==> src/assert_macros.svh <==
// Assertion macros shared by the arithmetic unit and the controller.
`ifndef ASSERT_MACROS_SVH
`define ASSERT_MACROS_SVH

// Checks that the consequent holds in the same cycle as the antecedent.
`define ASSERT_IMP(lbl, clk, rstn, ante, cons) \
  lbl: assert property (@(posedge clk) disable iff (!rstn) (ante) |-> (cons)) \
    else $error("%m: same-cycle check failed");

// Checks that the consequent holds in the cycle after the antecedent.
`define ASSERT_NXT(lbl, clk, rstn, ante, cons) \
  lbl: assert property (@(posedge clk) disable iff (!rstn) (ante) |=> (cons)) \
    else $error("%m: next-cycle check failed");

`endif

==> src/ngf_pkg.sv <==
// Shared types, constants and codes of the 2D gravity force block.
package ngf_pkg;

  localparam int MAX_PARTICLES_DEF = 64;
  localparam int GRAV_W = 48;
  localparam logic [GRAV_W-1:0] GRAV_RESET = 48'd187860;
  localparam int IDX_W = 6;

  // Operation codes of the iterative arithmetic unit.
  localparam logic [1:0] OP_MUL  = 2'd0;
  localparam logic [1:0] OP_DIV  = 2'd1;
  localparam logic [1:0] OP_SQRT = 2'd2;

  // Steps of one pair evaluation, in the order they run.
  localparam logic [3:0] STEP_UXX = 4'd0;
  localparam logic [3:0] STEP_UYY = 4'd1;
  localparam logic [3:0] STEP_SQRT = 4'd2;
  localparam logic [3:0] STEP_MM  = 4'd3;
  localparam logic [3:0] STEP_GM  = 4'd4;
  localparam logic [3:0] STEP_FDIV = 4'd5;
  localparam logic [3:0] STEP_TXM = 4'd6;
  localparam logic [3:0] STEP_TXD = 4'd7;
  localparam logic [3:0] STEP_TYM = 4'd8;
  localparam logic [3:0] STEP_TYD = 4'd9;

  typedef struct packed {
    logic signed [31:0] pos_x;
    logic signed [31:0] pos_y;
    logic [31:0]        mass;
    logic               last_particle;
  } in_item_t;

  typedef struct packed {
    logic [IDX_W-1:0]   particle_index;
    logic signed [63:0] force_x;
    logic signed [63:0] force_y;
    logic               coincident;
    logic               saturated;
    logic               last_result;
  } out_item_t;

  typedef struct packed {
    logic             mem_we;
    logic             latch_i;
    logic             latch_d;
    logic             set_coin;
    logic             go;
    logic [3:0]       step;
    logic             emit;
    logic             out_last;
    logic [IDX_W-1:0] out_idx;
  } ctrl_cmd_t;

  typedef struct packed {
    logic done;
    logic pair_zero;
  } dp_status_t;

  // Arithmetic operation that a pair step uses.
  function automatic logic [1:0] step_op(input logic [3:0] step);
    logic [1:0] op;
    case (step)
      STEP_SQRT: op = OP_SQRT;
      STEP_FDIV, STEP_TXD, STEP_TYD: op = OP_DIV;
      default: op = OP_MUL;
    endcase
    return op;
  endfunction

endpackage

==> src/ngf_ctrl.sv <==
// Controller: particle loading and sequencing of pair evaluations.
`include "assert_macros.svh"

module ngf_ctrl #(
  parameter int MaxParticles = ngf_pkg::MAX_PARTICLES_DEF,
  localparam int AddrW = $clog2(MaxParticles),
  localparam int CntW = $clog2(MaxParticles + 1)
) (
  input  logic                clk_i,
  input  logic                rst_ni,
  input  logic                start,
  input  logic                last_i,
  input  ngf_pkg::dp_status_t status_i,
  output ngf_pkg::ctrl_cmd_t  cmd_o,
  output logic [AddrW-1:0]    rd_addr_o,
  output logic [AddrW-1:0]    wr_addr_o,
  output logic                busy
);

  localparam logic [3:0] S_IDLE = 4'd0;
  localparam logic [3:0] S_IRD  = 4'd1;
  localparam logic [3:0] S_ILAT = 4'd2;
  localparam logic [3:0] S_JCHK = 4'd3;
  localparam logic [3:0] S_JRD  = 4'd4;
  localparam logic [3:0] S_JTST = 4'd5;
  localparam logic [3:0] S_GO   = 4'd6;
  localparam logic [3:0] S_WAIT = 4'd7;
  localparam logic [3:0] S_EMIT = 4'd8;

  localparam logic [CntW-1:0] MaxCnt = CntW'(MaxParticles);

  logic [3:0]      state_q, state_d;
  logic [CntW-1:0] count_q, count_d, n_q, n_d, i_q, i_d, j_q, j_d, cnt_inc;
  logic [3:0]      step_q, step_d;

  // Next state and commands.
  always_comb begin
    state_d = state_q;
    count_d = count_q;
    n_d     = n_q;
    i_d     = i_q;
    j_d     = j_q;
    step_d  = step_q;
    cnt_inc = count_q;
    cmd_o   = '0;
    cmd_o.step     = step_q;
    cmd_o.out_idx  = (ngf_pkg::IDX_W)'(i_q);
    cmd_o.out_last = (i_q == n_q - CntW'(1));
    case (state_q)
      S_IDLE: begin
        if (start) begin
          if (count_q != MaxCnt) begin
            cmd_o.mem_we = 1'b1;
            cnt_inc = count_q + CntW'(1);
          end
          if (last_i) begin
            n_d     = cnt_inc;
            count_d = '0;
            i_d     = '0;
            state_d = S_IRD;
          end else begin
            count_d = cnt_inc;
          end
        end
      end
      S_IRD: state_d = S_ILAT;
      S_ILAT: begin
        cmd_o.latch_i = 1'b1;
        j_d = '0;
        state_d = S_JCHK;
      end
      S_JCHK: begin
        if (j_q == n_q) begin
          state_d = S_EMIT;
        end else if (j_q == i_q) begin
          j_d = j_q + CntW'(1);
        end else begin
          state_d = S_JRD;
        end
      end
      S_JRD: begin
        cmd_o.latch_d = 1'b1;
        state_d = S_JTST;
      end
      S_JTST: begin
        if (status_i.pair_zero) begin
          cmd_o.set_coin = 1'b1;
          j_d = j_q + CntW'(1);
          state_d = S_JCHK;
        end else begin
          step_d = ngf_pkg::STEP_UXX;
          state_d = S_GO;
        end
      end
      S_GO: begin
        cmd_o.go = 1'b1;
        state_d = S_WAIT;
      end
      S_WAIT: begin
        if (status_i.done) begin
          if (step_q == ngf_pkg::STEP_TYD) begin
            j_d = j_q + CntW'(1);
            state_d = S_JCHK;
          end else begin
            step_d = step_q + 4'd1;
            state_d = S_GO;
          end
        end
      end
      S_EMIT: begin
        cmd_o.emit = 1'b1;
        if (i_q == n_q - CntW'(1)) begin
          state_d = S_IDLE;
        end else begin
          i_d = i_q + CntW'(1);
          state_d = S_IRD;
        end
      end
      default: state_d = S_IDLE;
    endcase
  end

  always_ff @(posedge clk_i or negedge rst_ni) begin
    if (!rst_ni) begin
      state_q <= S_IDLE;
      count_q <= '0;
      n_q     <= '0;
      i_q     <= '0;
      j_q     <= '0;
      step_q  <= ngf_pkg::STEP_UXX;
    end else begin
      state_q <= state_d;
      count_q <= count_d;
      n_q     <= n_d;
      i_q     <= i_d;
      j_q     <= j_d;
      step_q  <= step_d;
    end
  end

  assign rd_addr_o = (state_q == S_IRD) ? i_q[AddrW-1:0] : j_q[AddrW-1:0];
  assign wr_addr_o = count_q[AddrW-1:0];
  assign busy      = (state_q != S_IDLE);

  `ASSERT_IMP(a_emit_after_all_j, clk_i, rst_ni, state_q == S_EMIT, j_q == n_q)
  `ASSERT_IMP(a_i_in_set, clk_i, rst_ni, state_q != S_IDLE, i_q < n_q)
  `ASSERT_IMP(a_count_bound, clk_i, rst_ni, 1'b1, count_q <= MaxCnt)

endmodule

==> config.mk <==
export PLATFORM = sky130hd
export DESIGN_NAME = ngf_ctrl
export DESIGN_NICKNAME = d
export VERILOG_FILES = /design/src/ngf_pkg.sv /design/src/ngf_ctrl.sv
export VERILOG_INCLUDE_DIRS = /design/src /design/src/src
export SDC_FILE = /design/constraint.sdc
export NUM_CORES = 1
export LEC_CHECK = 0
export BUFFER_PORTS_ARGS = -buffer_cell sky130_fd_sc_hd__buf_4
export CORE_ASPECT_RATIO = 1.2
export CORE_MARGIN = 3
export CORE_UTILIZATION = 50
export CTS_CLUSTER_DIAMETER = 40
export DETAILED_ROUTE_END_ITERATION = 8
export HOLD_SLACK_MARGIN = 0.12
export PLACE_DENSITY = 0.68
export SYNTH_ARGS = -nofsm -noshare
export SYNTH_HDL_FRONTEND = slang
export SYNTH_SLANG_ARGS = --single-unit
==> constraint.sdc <==
create_clock -name clk_i -period 3.5 [get_ports clk_i]
set_clock_uncertainty 0.1 [all_clocks]
set_input_delay 0.525 -clock clk_i [delete_from_list [all_inputs] [get_ports clk_i]]
set_output_delay 0.525 -clock clk_i [all_outputs]
set_load 0.02 [all_outputs]
==> flow_metrics.tcl <==
set metrics [dict create \
    cp.required_ns 2.87 \
    core_area_um2 4760 \
    ys_ff_latch 36 \
    largest_net_degree_at_the_start_of_global_routing 37 \
    vdd.ir_drop.worst_v 0.000349 \
    async_flop_share 1.00 \
    postSynthNetCount 300 \
    place.detailed.hpwl_um 4030 \
    synthCells 287 \
    cp-start-kind "flip-flop" \
    drt_drc_violations_left 0 \
    grt_overflow 0 \
    antenna_found_initial 0 \
    synthFlopType "sky130_fd_sc_hd__dfrtp_1" \
    kind_of_cell_adding_the_most_delay_to_the_critical_path "simple AND/OR/NAND/NOR gates" \
    num-fill-cells 439 \
    timing_worst_setup_path_type "flip-flop to output pin" \
    io_buffer_count 35 \
    grt_pass1_wl_um 9740 \
    finalHoldViolations 0 \
    fp-row-count 27 \
    cellLeakagePower_uw 0.00125 \
    clock_tree.htree_level_count 2 \
    post_drt_wl_per_cell_um 15.2 \
    maxCapViolCount 0 \
    cts_tree "done" \
    antenna_left 0 \
    power-per-cell-area_nw_per_um2 615 \
    setup_violations 0 \
    cp-end-kind "output pin" \
    cpPeakStageDelay_ns 0.46 \
    clk_pin_slew_ns 0.07 \
    die_h_um 84.1 \
    width_of_the_chip_um 71.1 \
    num_vias 2117 \
    totalWireLength_um 5520 \
    grt_usage 0.200 \
    post-layout-total-power_uw 1760 \
    ys_seq_area_frac 0.354 \
    critPathBufInv 2 \
    number_of_nets_in_the_final_layout 319 \
    yosys_warnings 0 \
    numClockSinks 36 \
    max_freq_mhz 308 \
    clock_tree_buf_depth 2 \
    timing.final.max_slew_violations 0 \
    crit_slowest_cell "sky130_fd_sc_hd__or4_1" \
    clk_latency_ns 0.28 \
    tritoncts.num_buffers 5 \
    synth.distinct_cells 51 \
    synth-edff-count 0 \
    worst-endpoint-arrival_ns 2.62 \
    io_pins 36 \
    tightestPinTransition_ns 0.765 \
    antenna-diode-count 0 \
    maximum_fanout_along_the_worst_path 5 \
    initial_utilization 0.534 \
    layout_worst_path_cycle_share 0.928 \
    drive_above_1_share 0.183 \
    post_route_minimum_period_ns 3.25 \
    min_path_type "primary input to flip-flop" \
    max_slew_margin 0.485 \
    avg_inst_size_synth_um2 8.86 \
    area_of_the_die_um2 5980 \
    cell_type_with_the_highest_aggregate_area_in_the_netlist "sky130_fd_sc_hd__dfrtp_1" \
    list_of_cells_traversed_by_the_critical_path "inv_1, ha_1, or3b_4, or4_1, and3_1, a2111oi_2, buf_4" \
    post_drt_via_cell_ratio 5.82 \
    synthToLayoutAreaGrowth_pct 12.3 \
    grt_pass1_vias 2069 \
    drtIter0Drc 120 \
    first_pass_iters 4 \
    synth.top_cells.by_area "sky130_fd_sc_hd__dfrtp_1 (35%), sky130_fd_sc_hd__xnor2_1 (5.5%), sky130_fd_sc_hd__o21ai_1 (4.5%), sky130_fd_sc_hd__nand2_1 (4.1%), sky130_fd_sc_hd__xor2_1 (4.1%)" \
    gpl.final_weighted_congestion 0.810 \
    clock-root-buffer "sky130_fd_sc_hd__clkbuf_8" \
    rsz0062_at_grt "no" \
    syn_area_um2 2540 \
    synth.top_cell.area_share 0.354 \
    totalNegativeSetupSlack_ns 0 \
    run_status "complete, no violations" \
    share_of_the_core_filled_with_cells 0.600 \
]
-- cell type report --
type | count | area (µm²) | share of cell area
flip-flops and latches | 36 | 901 | 0.315
well taps | 58 | 72.6 | 0.0254
repair buffers | 42 | 318 | 0.111
multi-input cells | 213 | 1440 | 0.504
clock buffers | 7 | 96.3 | 0.0337
inverters | 8 | 30.0 | 0.0105
-- worst register-to-register path: cells and delay by family, from the launching register on --
| kind | cells | cell delay (ns) |
|---|---|---|
| buffers and inverters | 2 | 0.33 |
| flip-flops | 1 | 0.45 |
| AND/OR/NAND/NOR | 4 | 1.10 |
| AO/OA/AOI/OAI | 2 | 0.55 |
| adder cells (fa/ha/maj) | 1 | 0.17 |
-- final timing paths --
path                                             start                      to  slack [ns]  cells after the start
worst max-delay path                n_q[0]$_DFFE_PN0P_                cmd_o[6]        0.25                      7
max in group asynchronous                       rst_ni      n_q[6]$_DFFE_PN0P_        2.33                      2
worst min register to register  count_q[6]$_DFFE_PN0P_  count_q[6]$_DFFE_PN0P_        0.44                      1
worst max register to register      n_q[0]$_DFFE_PN0P_  state_q[0]$_DFFE_PN0P_        0.67                      9
worst min-delay path                       status_i[0]   step_q[3]$_DFFE_PN0P_        0.41                      3
min in group asynchronous                       rst_ni      j_q[2]$_DFFE_PN0P_        0.64                      2
-- routing by layer --
layer,track usage,wire (µm),up-vias
met5,0,0,-
met4,0.0701,56,0
met3,0.0287,250,8
met2,0.331,2700,46
met1,0.266,2510,1023
li1,-,-,1040
-- state kept, by name (all words and copies together), names as in the netlist --
name / count
step_q: 4
count_q: 7
i_q: 7
j_q: 7
n_q: 7
state_q: 4
-- per-stage QoR --
step	hold WS [ns]	cell area, µm²	setup WS, ns	cells
detailed placement	0.419	2750	0.532	356
finish	0.407	2860	0.251	364
floorplan	0.129	2540	0.636	287
CTS	0.399	2860	0.215	364
global route	0.405	2860	0.0924	364
global placement	0.399	2750	0.583	356
-- synthesized netlist by cell type, drive strengths merged, types with 3 or more instances --
master	count
nor2	16
buf	16
or3	7
and3	5
nand2b	6
nor3	8
mux2i	5
nor2b	4
o31ai	5
ha	7
mux2	7
nand4	8
nor4	3
nand3	3
nor4b	3
xnor2	16
o21ai	28
or4	3
dfrtp	36
a21oi	13
inv	8
clkbuf	14
xor2	12
nand2	29
-- kinds of logic after synthesis --
kind of cell,after synthesis,synth area share
xor+xnor,28,0.0964
compound gates,56,0.130
mux,12,0.0507
flops,36,0.354
buf+inv,38,0.0802
fa+ha+maj,7,0.0344
simple gates,110,0.254
-- report_power, final --
group,switching [µW],internal (µW)
combinational,394,339
sequential,199,504
clock,145,175
total,737,1020
-- cells in the final DEF, fill, tap and decap left out, types with 3 or more instances in the layout --
master / Yosys / routed
sky130_fd_sc_hd__a21oi_1: 13 / 13
sky130_fd_sc_hd__and3_1: 5 / 5
sky130_fd_sc_hd__buf_4: 12 / 41
sky130_fd_sc_hd__clkbuf_8: 0 / 7
sky130_fd_sc_hd__dfrtp_1: 36 / 36
sky130_fd_sc_hd__ha_1: 7 / 7
sky130_fd_sc_hd__inv_1: 8 / 8
sky130_fd_sc_hd__mux2_1: 7 / 7
sky130_fd_sc_hd__mux2i_1: 5 / 5
sky130_fd_sc_hd__nand2_1: 28 / 28
sky130_fd_sc_hd__nand2b_1: 6 / 6
sky130_fd_sc_hd__nand3_1: 3 / 3
sky130_fd_sc_hd__nand4_1: 8 / 8
sky130_fd_sc_hd__nor2_1: 16 / 16
sky130_fd_sc_hd__nor2b_1: 3 / 3
sky130_fd_sc_hd__nor3_1: 6 / 6
sky130_fd_sc_hd__nor4_1: 3 / 3
sky130_fd_sc_hd__nor4b_1: 3 / 3
sky130_fd_sc_hd__o21ai_0: 5 / 5
sky130_fd_sc_hd__o21ai_1: 23 / 23
sky130_fd_sc_hd__o31ai_1: 5 / 5
sky130_fd_sc_hd__or3_1: 6 / 6
sky130_fd_sc_hd__or4_1: 3 / 3
sky130_fd_sc_hd__xnor2_1: 16 / 16
sky130_fd_sc_hd__xor2_1: 12 / 12
-- what timing repair did --
action / CTS / global route
gates resized for setup: 0 / 0
hold buffers: 1 / 0
setup buffers: 0 / 0
endpoints found under the hold margin: 36 / 0
No activity file was read; power rests on OpenSTA's default activity.
